File: config.mk
export PLATFORM = sky130hd
export DESIGN_NAME = integer_to_ascii_formatter_core
export DESIGN_NICKNAME = d
export VERILOG_FILES = /design/src/rtl/core/i2af_pkg.sv /design/src/rtl/core/i2af_queue.sv /design/src/rtl/core/i2af_front.sv /design/src/rtl/core/i2af_back.sv /design/src/rtl/core/integer_to_ascii_formatter_core.sv
export SDC_FILE = /design/constraint.sdc
export NUM_CORES = 1
export LEC_CHECK = 0
export BUFFER_PORTS_ARGS = -buffer_cell sky130_fd_sc_hd__buf_2
export CORE_MARGIN = 5
export CORE_UTILIZATION = 36
export CTS_CLUSTER_DIAMETER = 80
export DETAILED_ROUTE_END_ITERATION = 8
export GPL_TIMING_DRIVEN = 0
export HOLD_SLACK_MARGIN = 0.12
export PLACE_DENSITY_LB_ADDON = 0.25
export RECOVER_POWER = 100
export SETUP_SLACK_MARGIN = 0.2
export SYNTH_ARGS = -nofsm -noshare
export SYNTH_HDL_FRONTEND = slang
export SYNTH_SLANG_ARGS = --single-unit
File: constraint.sdc
create_clock -name clk -period 6.3 [get_ports clk]
set_input_delay 1.26 -clock clk [delete_from_list [all_inputs] [get_ports clk]]
set_output_delay 1.26 -clock clk [all_outputs]
set_load 0.005 [all_outputs]
File: src/rtl/core/i2af_pkg.sv
package i2af_pkg;

  // Request kinds carried on in_tuser
  localparam logic [1:0] REQ_HEX  = 2'd0;
  localparam logic [1:0] REQ_UDEC = 2'd1;
  localparam logic [1:0] REQ_SDEC = 2'd2;

  // Input tdata layout: value, hex_bytes, upper_case, zero pad to 40 bits
  localparam int IN_DATA_W  = 40;
  localparam int IN_USER_W  = 2;
  localparam int VAL_W      = 32;
  localparam int VAL_LSB    = 0;
  localparam int NBYTES_LSB = 32;
  localparam int NBYTES_W   = 3;
  localparam int UPPER_BIT  = 35;

  // Output tdata layout: ascii_char, zero pad to 8 bits
  localparam int OUT_DATA_W = 8;
  localparam int CHAR_W     = 7;

  // Digit count fits 20 decimal digits of a 64-bit value
  localparam int CNT_W = 5;

  // Character codes and offsets
  localparam logic [CHAR_W-1:0] CH_ZERO   = 7'd48;
  localparam logic [CHAR_W-1:0] CH_X      = 7'd120;
  localparam logic [CHAR_W-1:0] CH_MINUS  = 7'd45;
  localparam logic [CHAR_W-1:0] OFS_UPPER = 7'd55;
  localparam logic [CHAR_W-1:0] OFS_LOWER = 7'd87;
  localparam logic [3:0]        DEC_BASE  = 4'd10;
  localparam logic [3:0]        DD_LIMIT  = 4'd5;
  localparam logic [3:0]        DD_ADJ    = 4'd3;

  // Per-number control handed from front to back
  typedef struct packed {
    logic             hex;
    logic             upper;
    logic             neg;
    logic [CNT_W-1:0] ndig;
  } fmt_ctl_t;

  // Digit slots needed: decimal digits of 2^vb-1 or hex digits, whichever is more
  function automatic int nd_all(input int vb);
    int ndec;
    int nhex;
    ndec = (vb * 1233) / 4096 + 1;
    nhex = 2 * ((vb + 7) / 8);
    return (ndec > nhex) ? ndec : nhex;
  endfunction

  // Map one digit to its ASCII code
  function automatic logic [CHAR_W-1:0] dig2char(input logic [3:0] nib, input logic upper);
    logic [CHAR_W-1:0] ext;
    ext = {3'b000, nib};
    if (nib < DEC_BASE) return ext + CH_ZERO;
    return ext + (upper ? OFS_UPPER : OFS_LOWER);
  endfunction

endpackage

File: src/rtl/core/i2af_queue.sv
module i2af_queue #(
  parameter int WIDTH = 8
) (
  input  logic             clk,
  input  logic             rst_n,
  input  logic             wr_valid,
  output logic             wr_ready,
  input  logic [WIDTH-1:0] wr_data,
  output logic             rd_valid,
  input  logic             rd_ready,
  output logic [WIDTH-1:0] rd_data
);

  logic [WIDTH-1:0] mem_r [2];
  logic             wr_ptr_r, wr_ptr_nxt;
  logic             rd_ptr_r, rd_ptr_nxt;
  logic [1:0]       cnt_r, cnt_nxt;
  logic             do_wr, do_rd;

  assign wr_ready = (cnt_r != 2'd2);
  assign rd_valid = (cnt_r != 2'd0);
  assign rd_data  = mem_r[rd_ptr_r];
  assign do_wr    = wr_valid && wr_ready;
  assign do_rd    = rd_valid && rd_ready;

  // Advance pointers and occupancy
  always_comb begin
    wr_ptr_nxt = do_wr ? ~wr_ptr_r : wr_ptr_r;
    rd_ptr_nxt = do_rd ? ~rd_ptr_r : rd_ptr_r;
    cnt_nxt    = cnt_r + {1'b0, do_wr} - {1'b0, do_rd};
  end

  always_ff @(posedge clk) begin
    if (!rst_n) begin
      wr_ptr_r <= 1'b0;
      rd_ptr_r <= 1'b0;
      cnt_r    <= 2'd0;
    end else begin
      wr_ptr_r <= wr_ptr_nxt;
      rd_ptr_r <= rd_ptr_nxt;
      cnt_r    <= cnt_nxt;
    end
  end

  // Store entry
  always_ff @(posedge clk) begin
    if (do_wr) begin
      mem_r[wr_ptr_r] <= wr_data;
    end
  end

endmodule

File: src/rtl/core/i2af_front.sv
module i2af_front #(
  parameter int VALUE_BITS = 32
) (
  input  logic                                       clk,
  input  logic                                       rst_n,
  input  logic                                       in_tvalid,
  output logic                                       in_tready,
  input  logic [i2af_pkg::IN_DATA_W-1:0]             in_tdata,
  input  logic [i2af_pkg::IN_USER_W-1:0]             in_tuser,
  output logic                                       push_valid,
  input  logic                                       push_ready,
  output i2af_pkg::fmt_ctl_t                         push_ctl,
  output logic [i2af_pkg::nd_all(VALUE_BITS)*4-1:0]  push_dig
);

  import i2af_pkg::*;

  localparam int VB     = VALUE_BITS;
  localparam int MAG_W  = ((VB + 1) / 2) * 2;
  localparam int STEPS  = MAG_W / 2;
  localparam int STEP_W = $clog2(STEPS);
  localparam int ND     = nd_all(VB);
  localparam int DIG_W  = ND * 4;
  localparam int MAXB   = (VB + 7) / 8;

  localparam logic [1:0] F_IDLE = 2'd0;
  localparam logic [1:0] F_CONV = 2'd1;
  localparam logic [1:0] F_PUSH = 2'd2;

  logic [1:0]        state_r, state_nxt;
  fmt_ctl_t          ctl_r, ctl_nxt;
  logic [DIG_W-1:0]  dig_r, dig_nxt;
  logic [MAG_W-1:0]  mag_r, mag_nxt;
  logic [STEP_W-1:0] step_r, step_nxt;

  logic              accept;
  logic [1:0]        req;
  logic [VB-1:0]     in_v;
  logic              neg_in;
  logic [VB-1:0]     mag_in;
  logic [3:0]        nb4;
  logic [3:0]        nb_clamp;
  logic [DIG_W-1:0]  dd;
  logic [CNT_W-1:0]  cnt_dec;

  assign accept = in_tvalid && in_tready;
  assign req    = in_tuser;
  assign in_v   = VB'(in_tdata[VAL_LSB +: VAL_W]);
  assign neg_in = (req == REQ_SDEC) && in_v[VB-1];
  assign mag_in = neg_in ? (~in_v + VB'(1)) : in_v;
  assign nb4    = {1'b0, in_tdata[NBYTES_LSB +: NBYTES_W]};

  // Clamp hex byte count to one .. bytes of the value
  always_comb begin
    nb_clamp = nb4;
    if (nb4 == 4'd0) nb_clamp = 4'd1;
    else if (nb4 > 4'(MAXB)) nb_clamp = 4'(MAXB);
  end

  // Two double-dabble steps: adjust each BCD digit, then shift in a magnitude bit
  always_comb begin
    dd = dig_r;
    for (int s = 0; s < 2; s++) begin
      for (int k = 0; k < ND; k++) begin
        if (dd[k*4 +: 4] >= DD_LIMIT) dd[k*4 +: 4] = dd[k*4 +: 4] + DD_ADJ;
      end
      dd = {dd[DIG_W-2:0], mag_r[MAG_W-1-s]};
    end
  end

  // Count significant decimal digits; zero still shows one digit
  always_comb begin
    cnt_dec = CNT_W'(1);
    for (int k = 0; k < ND; k++) begin
      if (dig_r[k*4 +: 4] != 4'd0) cnt_dec = CNT_W'(k + 1);
    end
  end

  // Sequence accept, conversion and hand-off
  always_comb begin
    state_nxt = state_r;
    ctl_nxt   = ctl_r;
    dig_nxt   = dig_r;
    mag_nxt   = mag_r;
    step_nxt  = step_r;
    case (state_r)
      F_IDLE: begin
        if (accept) begin
          case (req)
            REQ_HEX: begin
              ctl_nxt.hex   = 1'b1;
              ctl_nxt.upper = in_tdata[UPPER_BIT];
              ctl_nxt.neg   = 1'b0;
              ctl_nxt.ndig  = CNT_W'({nb_clamp, 1'b0});
              dig_nxt       = DIG_W'(in_v);
              state_nxt     = F_PUSH;
            end
            REQ_UDEC, REQ_SDEC: begin
              ctl_nxt.hex   = 1'b0;
              ctl_nxt.upper = 1'b0;
              ctl_nxt.neg   = neg_in;
              ctl_nxt.ndig  = '0;
              dig_nxt       = '0;
              mag_nxt       = MAG_W'(mag_in);
              step_nxt      = STEP_W'(STEPS - 1);
              state_nxt     = F_CONV;
            end
            default: begin
              // drop the unused request kind
              state_nxt = F_IDLE;
            end
          endcase
        end
      end
      F_CONV: begin
        dig_nxt  = dd;
        mag_nxt  = mag_r << 2;
        step_nxt = step_r - STEP_W'(1);
        if (step_r == '0) state_nxt = F_PUSH;
      end
      F_PUSH: begin
        if (push_ready) state_nxt = F_IDLE;
      end
      default: begin
        state_nxt = F_IDLE;
      end
    endcase
  end

  assign in_tready  = (state_r == F_IDLE);
  assign push_valid = (state_r == F_PUSH);
  assign push_dig   = dig_r;

  always_comb begin
    push_ctl = ctl_r;
    if (!ctl_r.hex) push_ctl.ndig = cnt_dec;
  end

  always_ff @(posedge clk) begin
    if (!rst_n) begin
      state_r <= F_IDLE;
    end else begin
      state_r <= state_nxt;
    end
  end

  always_ff @(posedge clk) begin
    ctl_r  <= ctl_nxt;
    dig_r  <= dig_nxt;
    mag_r  <= mag_nxt;
    step_r <= step_nxt;
  end

endmodule

File: src/rtl/core/i2af_back.sv
module i2af_back #(
  parameter int VALUE_BITS = 32
) (
  input  logic                                       clk,
  input  logic                                       rst_n,
  input  logic                                       pop_valid,
  output logic                                       pop_ready,
  input  i2af_pkg::fmt_ctl_t                         pop_ctl,
  input  logic [i2af_pkg::nd_all(VALUE_BITS)*4-1:0]  pop_dig,
  output logic                                       out_tvalid,
  input  logic                                       out_tready,
  output logic [i2af_pkg::OUT_DATA_W-1:0]            out_tdata,
  output logic                                       out_tlast
);

  import i2af_pkg::*;

  localparam int ND    = nd_all(VALUE_BITS);
  localparam int IDX_W = $clog2(ND);

  localparam logic [1:0] B_IDLE  = 2'd0;
  localparam logic [1:0] B_PFX0  = 2'd1;
  localparam logic [1:0] B_PFX1  = 2'd2;
  localparam logic [1:0] B_DIGIT = 2'd3;

  logic [1:0]            state_r, state_nxt;
  logic                  hex_r, hex_nxt;
  logic                  upper_r, upper_nxt;
  logic [ND-1:0][3:0]    dig_r, dig_nxt;
  logic [IDX_W-1:0]      idx_r, idx_nxt;
  logic                  out_valid_r, out_valid_nxt;
  logic [CHAR_W-1:0]     out_char_r, out_char_nxt;
  logic                  out_last_r, out_last_nxt;

  logic                  slot;
  logic                  emit;
  logic [CNT_W-1:0]      ndig_m1;

  assign slot      = !out_valid_r || out_tready;
  assign pop_ready = (state_r == B_IDLE);
  assign ndig_m1   = pop_ctl.ndig - CNT_W'(1);

  // Walk prefix then digits, one character per free output slot
  always_comb begin
    state_nxt    = state_r;
    hex_nxt      = hex_r;
    upper_nxt    = upper_r;
    dig_nxt      = dig_r;
    idx_nxt      = idx_r;
    emit         = 1'b0;
    out_char_nxt = out_char_r;
    out_last_nxt = out_last_r;
    case (state_r)
      B_IDLE: begin
        if (pop_valid) begin
          hex_nxt   = pop_ctl.hex;
          upper_nxt = pop_ctl.upper;
          dig_nxt   = pop_dig;
          idx_nxt   = IDX_W'(ndig_m1);
          state_nxt = (pop_ctl.hex || pop_ctl.neg) ? B_PFX0 : B_DIGIT;
        end
      end
      B_PFX0: begin
        if (slot) begin
          emit         = 1'b1;
          out_char_nxt = hex_r ? CH_ZERO : CH_MINUS;
          out_last_nxt = 1'b0;
          state_nxt    = hex_r ? B_PFX1 : B_DIGIT;
        end
      end
      B_PFX1: begin
        if (slot) begin
          emit         = 1'b1;
          out_char_nxt = CH_X;
          out_last_nxt = 1'b0;
          state_nxt    = B_DIGIT;
        end
      end
      B_DIGIT: begin
        if (slot) begin
          emit         = 1'b1;
          out_char_nxt = dig2char(dig_r[idx_r], upper_r);
          out_last_nxt = (idx_r == '0);
          if (idx_r == '0) state_nxt = B_IDLE;
          else idx_nxt = idx_r - IDX_W'(1);
        end
      end
      default: begin
        state_nxt = B_IDLE;
      end
    endcase
  end

  // Hold the output register until it is taken
  always_comb begin
    if (emit) out_valid_nxt = 1'b1;
    else if (out_tready) out_valid_nxt = 1'b0;
    else out_valid_nxt = out_valid_r;
  end

  assign out_tvalid = out_valid_r;
  assign out_tdata  = {1'b0, out_char_r};
  assign out_tlast  = out_last_r;

  always_ff @(posedge clk) begin
    if (!rst_n) begin
      state_r     <= B_IDLE;
      out_valid_r <= 1'b0;
    end else begin
      state_r     <= state_nxt;
      out_valid_r <= out_valid_nxt;
    end
  end

  always_ff @(posedge clk) begin
    hex_r      <= hex_nxt;
    upper_r    <= upper_nxt;
    dig_r      <= dig_nxt;
    idx_r      <= idx_nxt;
    out_char_r <= out_char_nxt;
    out_last_r <= out_last_nxt;
  end

endmodule

File: src/rtl/core/integer_to_ascii_formatter_core.sv
// Formats a number as ASCII text, one character per output transfer, most
// significant first, with out_tlast on the final character: hex as "0x" plus
// two digits per requested byte (clamped to one up to the bytes of the value),
// or decimal without leading zeros, with '-' for negative values in signed
// mode. A front end takes the request and, for decimal, converts the magnitude
// to BCD two bits per cycle; a two-entry queue passes the digits to a back end
// that sends one character per cycle while out_tready does not stall it. A hex
// request goes from idle straight to the hand-off to the queue; a decimal
// request first passes through the BCD conversion state. The back end loads an
// entry, then sends its characters (at most 11 at 32 bits); the two ends
// overlap, so the front end can take a new request while the back end still
// sends the last one. Request kind 3 produces no output.
module integer_to_ascii_formatter_core #(
  parameter int VALUE_BITS = 32
) (
  input  logic                            clk,
  input  logic                            rst_n,
  input  logic                            in_tvalid,
  output logic                            in_tready,
  // [31:0] value, [34:32] hex_bytes, [35] upper_case, [39:36] zero
  input  logic [i2af_pkg::IN_DATA_W-1:0]  in_tdata,
  // [1:0] req_type
  input  logic [i2af_pkg::IN_USER_W-1:0]  in_tuser,
  output logic                            out_tvalid,
  input  logic                            out_tready,
  // [6:0] ascii_char, [7] zero
  output logic [i2af_pkg::OUT_DATA_W-1:0] out_tdata,
  output logic                            out_tlast
);

  import i2af_pkg::*;

  localparam int DIG_W = nd_all(VALUE_BITS) * 4;
  localparam int CTL_W = $bits(fmt_ctl_t);
  localparam int Q_W   = CTL_W + DIG_W;

  logic             push_valid, push_ready;
  fmt_ctl_t         push_ctl;
  logic [DIG_W-1:0] push_dig;
  logic             pop_valid, pop_ready;
  logic [Q_W-1:0]   pop_data;
  fmt_ctl_t         pop_ctl;
  logic [DIG_W-1:0] pop_dig;

  assign pop_ctl = fmt_ctl_t'(pop_data[Q_W-1 -: CTL_W]);
  assign pop_dig = pop_data[DIG_W-1:0];

  i2af_front #(
    .VALUE_BITS (VALUE_BITS)
  ) u_front (
    .clk        (clk),
    .rst_n      (rst_n),
    .in_tvalid  (in_tvalid),
    .in_tready  (in_tready),
    .in_tdata   (in_tdata),
    .in_tuser   (in_tuser),
    .push_valid (push_valid),
    .push_ready (push_ready),
    .push_ctl   (push_ctl),
    .push_dig   (push_dig)
  );

  i2af_queue #(
    .WIDTH (Q_W)
  ) u_queue (
    .clk      (clk),
    .rst_n    (rst_n),
    .wr_valid (push_valid),
    .wr_ready (push_ready),
    .wr_data  ({push_ctl, push_dig}),
    .rd_valid (pop_valid),
    .rd_ready (pop_ready),
    .rd_data  (pop_data)
  );

  i2af_back #(
    .VALUE_BITS (VALUE_BITS)
  ) u_back (
    .clk        (clk),
    .rst_n      (rst_n),
    .pop_valid  (pop_valid),
    .pop_ready  (pop_ready),
    .pop_ctl    (pop_ctl),
    .pop_dig    (pop_dig),
    .out_tvalid (out_tvalid),
    .out_tready (out_tready),
    .out_tdata  (out_tdata),
    .out_tlast  (out_tlast)
  );

endmodule

==> run metrics, run 1 <==
# clock sinks=240; vias in the first global route=7599; post-synth cell types=63; failing checks=max-capacitance violations, max-slew violations; Core ar.=~34000 sq um; post-synthesis sequential area ratio=between 50% and 60%; Overflow after GRT=0; peak supply drop=about 0.00018 V; Comb power frac=28.5%; LEAKAGE=between 0.004 and 0.005 uW; die area=~38000 sq um; critical path startpoint=u_front.state_r[0]$_SDFFE_PN0P_; post-synth top area cell=edfxtp_1; placed cells=1507; CP startpoint kind=flop; Fmax achieved=around 250 MHz; hold depth=0; worst hold margin=about 0.51 ns; status=finished, violations left; Synth Net Count=between 1k and 1.5k; RSZ-0062 raised after global routing=false; Detailed Place HPWL=about 18000 microns; row count=between 60 and 70; mean cell area of the mapped netlist=12.2 sq um; Worst Hold Path EP=u_queue.mem_r[0][17]$_DFFE_PP_; switching share of power=roughly 30%; port bufs=roughly 50; Vias/cell=a little under 5; # H-tree levels=1; clk buf depth=3; FF-to-FF path depth=4; Min-Delay Startpoint=u_front.push_dig[17]$_DFFE_PP_; Post-synth EDFFs=230; Seq cells post-synth=240; I/O pin count=57; skew final=roughly 0.013 ns; Critical Path RT=between 6 and 7 ns; Pre-antenna DRT Iters=5; Ant. Diodes=0; nets=1189; Worst R2R End=u_queue.mem_r[0][2]$_DFFE_PP_; fin cells=1555; area grow syn2layout=13.2%; CTS Buf Count=27; internal power=3640 uW; Post-Synthesis Cells=between 1k and 1.5k; layout cells sized above 1=13.2%; Final Hold Viols=0; GP Congestion=slightly below 0.8; Power Total=between 5000 and 6000 uW; Setup Viol. Count Final=0; hold_buf cts=0; Vias=approximately 7.6k; Slew HR=-46.8%; CP Class=reg -> reg; global-route usage over all layers=13.1%; CTS clk-pin slew, worst paths=around 0.060 ns; most common cell in the netlist=edfxtp_1; Post-Route Setup TNS=0 ns; Synth area leaders=edfxtp_1, ha_1, mux2_2, o21ai_0, mux2i_1; clk_lat worst skew=roughly 0.52 ns; WP data arrival=between 4 and 5 ns; beginning of the worst register-to-register path=u_front.state_r[0]$_SDFFE_PN0P_; DRC errors left=0; Worst-Margin Slew=approximately 2.2 ns; crit share post-route=64.0%; drt initial violations=around 460; WL/cell=16.1 microns; Sequential Power Share=a little over two fifths; power share of the clock group=28.8%; FFs w/ async S/R, synth=0%; CTS-repair resized insts=0; Starting Density=a little over a third; setup bufs post-CTS=0; top cell type's share of synthesized area=between 50% and 60%; Power per Cell Area=roughly 380 nW/um^2; first-pass GRT wire length=a little over 40000 microns; Final min period=approximately 4.0 ns; CTS tree=built; Switching Power=approximately 1600 uW; Worst setup EP type=flop; Post-synth top cells=edfxtp_1, o21ai_0, a21oi_1, inv_1, mux2_2; max_cap viols=6; Hold Path Class=reg -> reg; Die W=between 150 and 200 microns; Cell Area, Synth=approximately 12000 sq um; pin count of the biggest net entering global routing=33; initial antenna violation count=0; Crit Path Max Fanout=25; post-route ant nets=0; FF-to-FF setup slack=2.27 ns; ys flop type=edfxtp_1; Chip Height=between 150 and 200 microns; Synth Warn #=0; fin. max-slew vios=between 150 and 200; drt total wl=25000 microns; clock root buffer=clkbuf_16
## layer usage
layer,vias up,part of all wire (%),track usage [%]
li1,3838,-,-
met1,3632,48,18.2
met2,101,48,21.8
met3,24,3.2,2.15
met4,0,1.3,2.55
met5,-,0,0
## registers in the layout (all words and copies together), names as in the netlist, 2 cells and up, named ones only
signal / count
u_back.out_char_r: 7
u_front.mag_r: 32
u_front.state_r: 2
u_queue.mem_r: 94
u_back.state_r: 2
u_front.step_r: 4
u_front.push_ctl: 3
u_front.ctl_r: 3
u_back.idx_r: 4
u_queue.cnt_r: 2
u_front.push_dig: 40
u_back.dig_r: 40
## per-stage QoR
step           util [%]  cell area [sq um]  setup slack [ns]
3_5_place_dp       39.3              13200              2.63
5_1_grt            41.3              13900              1.88
4_1_cts            41.9              14100              3.19
3_3_place_gp       38.9              13100              1.25
6_report           41.3              13900              2.27
2_1_floorplan         -              12300              2.55
## placed cells by master (no fill, tap or decap), types with 6 or more instances in the layout
cell	netlist	final
nor3_1	6	7
dfxtp_1	10	10
nor3b_1	25	25
xnor2_1	42	42
inv_1	63	63
o21ai_0	77	79
nor2b_1	18	18
nand2_1	57	57
clkbuf_1	25	53
nand2b_1	23	23
mux2i_1	37	37
and2_0	1	6
nor2_1	49	49
ha_1	55	55
mux2_2	60	55
edfxtp_1	230	230
o21a_1	8	8
clkbuf_16	0	27
nand3_1	41	41
buf_2	3	40
or3_1	6	6
clkinv_2	0	6
a21oi_1	68	68
xor2_1	14	14
o31ai_1	5	6
## power groups by stage
stage / Clock [uW] / Sequential, uW / Combinational [uW]
finish: 1520 / 2240 / 1500
global route: 1630 / 2270 / 1700
detailed placement: 0 / 2270 / 1570
global placement: 0 / 2280 / 1510
floorplan: 0 / 2230 / 1150
CTS: 1560 / 2230 / 1570
## worst max-delay path, cell delays in order, from the launching register on
cell	delay (ns)
dfxtp_1	0.29
clkbuf_1	0.17
and3b_1	0.34
nor2b_1	1.67
clkbuf_1	1.13
## worst max-delay path by stage
stage	endpoint	slack, ns	cells past startpoint
3_3_place_gp	u_queue.cnt_r[1]$_SDFF_PN0_	1.25	10
6_report	u_queue.mem_r[0][2]$_DFFE_PP_	2.27	4
5_1_grt	u_queue.mem_r[0][22]$_DFFE_PP_	1.88	4
4_1_cts	u_front.mag_r[28]$_DFFE_PP_	3.19	9
3_5_place_dp	u_front.mag_r[28]$_DFFE_PP_	2.63	9
2_1_floorplan	u_queue.cnt_r[1]$_SDFF_PN0_	2.55	10
## kinds of logic after synthesis
kind of cell / after synthesis / synth area share (%)
buffers and inverters: 98 / 3.09
adder cells (fa/ha/maj): 55 / 5.61
AO/OA/AOI/OAI: 195 / 9.12
AND/OR/NAND/NOR: 258 / 11.2
XOR/XNOR: 56 / 4.00
flip-flops: 240 / 57.9
other: 1 / 0.0305
multiplexers: 100 / 9.07
## final cells by class
| type | instances | area (sq um) |
|---|---|---|
| plain buffers | 35 | 138 |
| clock buffers | 33 | 698 |
| clock inverters | 15 | 155 |
| fillers | 3200 | 19700 |
| inverters | 63 | 236 |
| multi-input cells | 665 | 4750 |
| flip-flops and latches | 240 | 7110 |
| well taps | 448 | 561 |
| repair buffers | 56 | 258 |
Power figures use the tool's default switching activity.
==> run 2: changes to the inputs <==
==> constraint.sdc (replaced) <==
create_clock -name clk -period 3.25 [get_ports clk]
set_input_delay 0.65 -clock clk [delete_from_list [all_inputs] [get_ports clk]]
set_output_delay 0.65 -clock clk [all_outputs]
set_load 0.005 [all_outputs]
==> run 2 against run 1 <==
Compared with the run above:
- the run now ends clean
- via count up 1.2%
- worst setup slack worse by 1.9 ns
- highest routed layer is now met5
- critical path type is now in -> reg
- worst hold slack worse by 0.091 ns
- clock skew down 0.0020 ns
==> run metrics, run 2 (synthesis gave the netlist of run 1 again) <==
hold depth=2; # H-tree levels=1; max_cap viols=0; placed cells=1507; final core area utilization=between 40% and 50%; Chip Height=between 150 and 200 microns; FF-to-FF path depth=4; setup bufs post-CTS=0; Core ar.=33600 sq um; port bufs=51; area grow syn2layout=14.3%; I/O pin count=between 50 and 60; largest register by flop count=u_queue.mem_r; first-pass GRT wire length=between 40000 and 50000 microns; Power per Cell Area=~740 nW/um^2; Overflow after GRT=0; fin cells=approximately 1.6k; most common cell after layout, fill and taps aside=edfxtp_1; DRC errors left=0; WP data arrival=about 3.1 ns; met3 Usage GRT=under 10%; Top Usage Layer GRT=met2; Worst-Margin Slew=approximately 1.4 ns; initial antenna violation count=1; Vias/cell=between 4 and 5; max reg flops=94; Slew HR=around 5%; row count=67; clk buf depth=3; hold_buf cts=0; crit share post-route=88.0%; drt total wl=about 25000 microns; fin. max-slew vios=0; nets=between 1k and 1.5k; skew final=~0.011 ns; Ant. Diodes=0; GP Congestion=~0.8; # clock sinks=240; Vias=around 7.7k; Die W=just under 200 microns; CP startpoint kind=input port; Setup Viol. Count Final=0; Pre-antenna DRT Iters=5; Worst setup EP type=flop; Worst R2R End=u_queue.mem_r[0][18]$_DFFE_PP_; FF-to-FF setup slack=0.41 ns; pin count of the biggest net entering global routing=33; drt initial violations=around 370; M1 GR Usage=a little under a fifth; Filler Cell Count=3168; LEAKAGE=around 0.005 uW; die area=roughly 38000 sq um; Hold Path Class=in -> reg; clk_lat worst skew=between 0.5 and 0.6 ns; layout cells sized above 1=14.7%; peak supply drop=just under 0.0004 V; clock root buffer=clkbuf_16; vias in the first global route=7666; CP Class=in -> reg; Fmax achieved=around 350 MHz; Critical Path RT=roughly 3.5 ns; WL/cell=16.3 microns; Min-Delay Startpoint=in_tdata[35]; CTS Buf Count=29; Crit Path Max Fanout=4; most frequent cells in the layout=edfxtp_1, o21ai_0, a21oi_1; Final Hold Viols=0; post-route ant nets=0; global-route usage over all layers=13.1%; status=finished clean; CTS-repair resized insts=0; Starting Density=roughly 37%; Final min period=between 2 and 3 ns; CTS tree=built; Detailed Place HPWL=around 18000 microns; beginning of the worst register-to-register path=u_front.state_r[0]$_SDFFE_PN0P_; Worst Hold Path EP=u_front.push_ctl[6]$_SDFFCE_PN0P_; worst hold margin=between 0.4 and 0.5 ns; RSZ-0062 raised after global routing=false; M2 GR Usage=between 20 and 25%; CTS clk-pin slew, worst paths=around 0.06 ns
==> run 2: layout make-up <==
type / instances / area [sq um] / share of cell area, %
flip-flops and latches: 240 / 7110 / 50.6
multi-input cells: 665 / 4770 / 34.0
inverters: 63 / 236 / 1.68
clock buffers: 41 / 791 / 5.63
well taps: 448 / 561 / 3.99
clock inverters: 12 / 140 / 0.998
plain buffers: 35 / 141 / 1.01
repair buffers: 56 / 288 / 2.05
==> run 2: how the worst max path moves through the flow <==
| stage | startpoint | endpoint | cells after the start |
|---|---|---|---|
| floorplan | u_back.state_r[0]$_SDFFE_PN0P_ | u_queue.cnt_r[1]$_SDFF_PN0_ | 10 |
| CTS | u_back.idx_r[0]$_DFFE_PP_ | u_back.out_char_r[2]$_DFFE_PP_ | 10 |
| detailed placement | in_tdata[0] | u_front.mag_r[28]$_DFFE_PP_ | 9 |
| global placement | u_back.state_r[0]$_SDFFE_PN0P_ | u_queue.cnt_r[1]$_SDFF_PN0_ | 10 |
| global route | u_front.state_r[0]$_SDFFE_PN0P_ | u_queue.mem_r[0][18]$_DFFE_PP_ | 4 |
| finish | in_tdata[0] | u_front.mag_r[28]$_DFFE_PP_ | 9 |
==> run 2: layer usage <==
metal / wire length, microns / up-vias / share of wire, %
met3: 912 / 44 / 3.6
met5: 13 / - / 0.051
met1: 11900 / 3660 / 47
li1: - / 3863 / -
met2: 12000 / 120 / 47
met4: 572 / 2 / 2.3
==> run 2: stage by stage <==
step                area [sq um]  setup TNS, ns  total power (uW)  setup WS [ns]
finish                     14000              0             10400          0.388
global route               14000              0             11000          0.147
CTS                        14200              0             10600          0.403
detailed placement         13200              0              7410          0.145
global placement           13100          -5.94              7320         -0.612
floorplan                  12300              0              6550          0.269
==> run 2: critical path, cell delays in order <==
cell and delay [ns]:
buf_2 0.10, inv_1 0.11, ha_1 0.20, or4b_1 0.50, nor3_1 0.61, nand3_1 0.31
o31ai_1 0.37, xor2_1 0.18, a21oi_1 0.08
==> run 2: power breakdown <==
part           internal [uW]  switching, uW  total, uW
clock                   1920           1210       3130
sequential              4090            242       4330
combinational           1230           1710       2930
total                   7240           3150      10400
==> run 3: changes to the inputs <==
--- a/config.mk
+++ b/config.mk
@@ -6,7 +6,6 @@
 export NUM_CORES = 1
 export LEC_CHECK = 0
 export BUFFER_PORTS_ARGS = -buffer_cell sky130_fd_sc_hd__buf_2
-export CORE_MARGIN = 5
 export CORE_UTILIZATION = 36
 export CTS_CLUSTER_DIAMETER = 80
 export DETAILED_ROUTE_END_ITERATION = 8
==> run 3 against run 2 <==
Compared with the run above:
- clock power shrank 5%
- highest routed layer is now met4
- the run now ends with max-capacitance violations, max-slew violations left
- register-to-register slack lost 0.02 ns
- largest cell class unchanged
- clock-buffer cell count grew 6
- die area shrank 8.1%
- sequential power is essentially flat
- worst setup slack lost 0.026 ns
==> run metrics, run 3 (synthesis gave the netlist of run 1 again) <==
status=finished, violations left; failing checks=max-capacitance violations, max-slew violations; drt initial violations=around 390; Final Hold Viols=0; vias in the first global route=about 7.6k; Core ar.=33500 sq um; fin cells=roughly 1.6k; WL/cell=between 15 and 20 microns; DRC errors left=0; # H-tree levels=1; layout cells sized above 1=~15%; Vias/cell=roughly 5; row count=67; RSZ-0062 raised after global routing=false; Reg area=approximately 7100 sq um; drt total wl=around 25000 microns; hold_buf cts=0; internal power=between 7000 and 8000 uW; WP data arrival=3.15 ns; first-pass GRT wire length=40400 microns; max reg flops=94; Hold Path Class=in -> reg; CTS clk-pin slew, worst paths=~0.060 ns; pin count of the biggest net entering global routing=36; worst hold margin=~0.42 ns; Die W=187 microns; Detailed Place HPWL=18200 microns; CTS Buf Count=28; post-route ant nets=0; setup bufs post-CTS=0; Final min period=roughly 2.9 ns; Comb power frac=about 29%; nets=between 1k and 1.5k; CTS-repair resized insts=0; crit share post-route=between 80% and 90%; Fmax achieved=between 300 and 400 MHz; most frequent cells in the layout=edfxtp_1, o21ai_0, a21oi_1; global-route usage over all layers=between 10 and 15%; CP Class=in -> reg; Crit Path Max Fanout=6; Power per Cell Area=734 nW/um^2; area grow syn2layout=14.0%; Multi-input gate area=around 4800 sq um; peak supply drop=0.000410 V; switching share of power=slightly above 30%; Slew HR=-23.2%; Overflow after GRT=0; initial antenna violation count=0; Worst-Margin Slew=about 1.8 ns; beginning of the worst register-to-register path=u_front.state_r[0]$_SDFFE_PN0P_; Post-Route Setup TNS=0 ns; Pre-antenna DRT Iters=5; largest register by flop count=u_queue.mem_r; Vias=7644; critical path startpoint=in_tdata[8]; Chip Height=about 190 microns; CP startpoint kind=input port; CTS tree=built; # clock sinks=240; GP Congestion=between 0.7 and 0.8; Ant. Diodes=0; port bufs=just over 50; clk buf depth=3; clk_lat worst skew=0.54 ns; Sequential Power Share=42.2%; power share of the clock group=29.0%; Starting Density=36.6%; I/O pin count=57; clock root buffer=clkbuf_16; Min-Delay Startpoint=in_tdata[33]; Critical Path RT=between 3 and 4 ns; skew final=~0.012 ns; LEAKAGE=~0.0050 uW; die area=~35000 sq um; max_cap viols=1; most common cell after layout, fill and taps aside=edfxtp_1; Switching Power=~3100 uW; placed cells=about 1.5k; Worst setup EP type=flop; Setup Viol. Count Final=0; fin. max-slew vios=19; Filler Cell Count=between 3k and 4k
-- run 3: changes by cell type in the layout (fill, tap and decap cells not counted), sizes merged --
cell      previous run  this run
clkinv               7         1
buf                 52        56
clkbuf              80        82
inv                 65        63
bufinv               3         1
clkinvlp             0         2
-- run 3: layout make-up --
| cell class | instances | share of cell area [%] |
|---|---|---|
| Clock inverter | 4 | 0.358 |
| Buffer | 35 | 1.01 |
| Multi-Input combinational cell | 665 | 34.1 |
| Sequential cell | 240 | 50.8 |
| Inverter | 63 | 1.69 |
| Tap cell | 448 | 4.01 |
| Timing Repair Buffer | 56 | 2.19 |
| Clock buffer | 47 | 5.88 |
-- run 3: metal layers --
| layer | track usage (%) | wire length [microns] |
|---|---|---|
| met4 | 4.04 | 612 |
| met5 | 0 | 0 |
| met3 | 2.09 | 880 |
| met2 | 24.2 | 11800 |
| met1 | 19.7 | 12000 |
-- run 3: power by group through the flow --
stage | clock network, uW | registers, uW | logic [uW]
6_report | 2980 | 4330 | 2950
5_1_grt | 3180 | 4380 | 3330
4_1_cts | 3060 | 4330 | 3030
3_5_place_dp | 0 | 4400 | 3020
3_3_place_gp | 0 | 4400 | 2910
2_1_floorplan | 0 | 4300 | 2240
-- run 3: worst max-delay path, stage by stage --
cell,delay (ns)
buf_2,0.13
or4_4,0.55
nor4_1,1.04
nand3_2,0.25
o21ai_0,0.26
xor2_1,0.17
o21ai_0,0.09
-- run 3: worst paths after layout --
check                           cells past startpoint  slack [ns]                              to
worst max-delay path                                7        0.36     u_front.mag_r[27]$_DFFE_PP_
worst min register to register                      0        0.50  u_queue.mem_r[1][46]$_DFFE_PP_
worst min-delay path                                2        0.42  u_front.ctl_r[1]$_SDFFCE_PN0P_
worst max register to register                      4        0.39   u_queue.mem_r[0][0]$_DFFE_PP_
-- run 3: stage by stage --
| step | power [uW] | setup WS, ns | cell area, sq um | utilization, % |
|---|---|---|---|---|
| final | 10300 | 0.362 | 14000 | 41.7 |
| after detailed placement | 7410 | 0.122 | 13200 | 39.4 |
| after CTS | 10400 | 0.420 | 14100 | 42.0 |
| after global routing | 10900 | 0.121 | 14000 | 41.7 |
| after floorplan | 6550 | 0.269 | 12300 | - |
| after global placement | 7310 | -0.545 | 13100 | 39.1 |
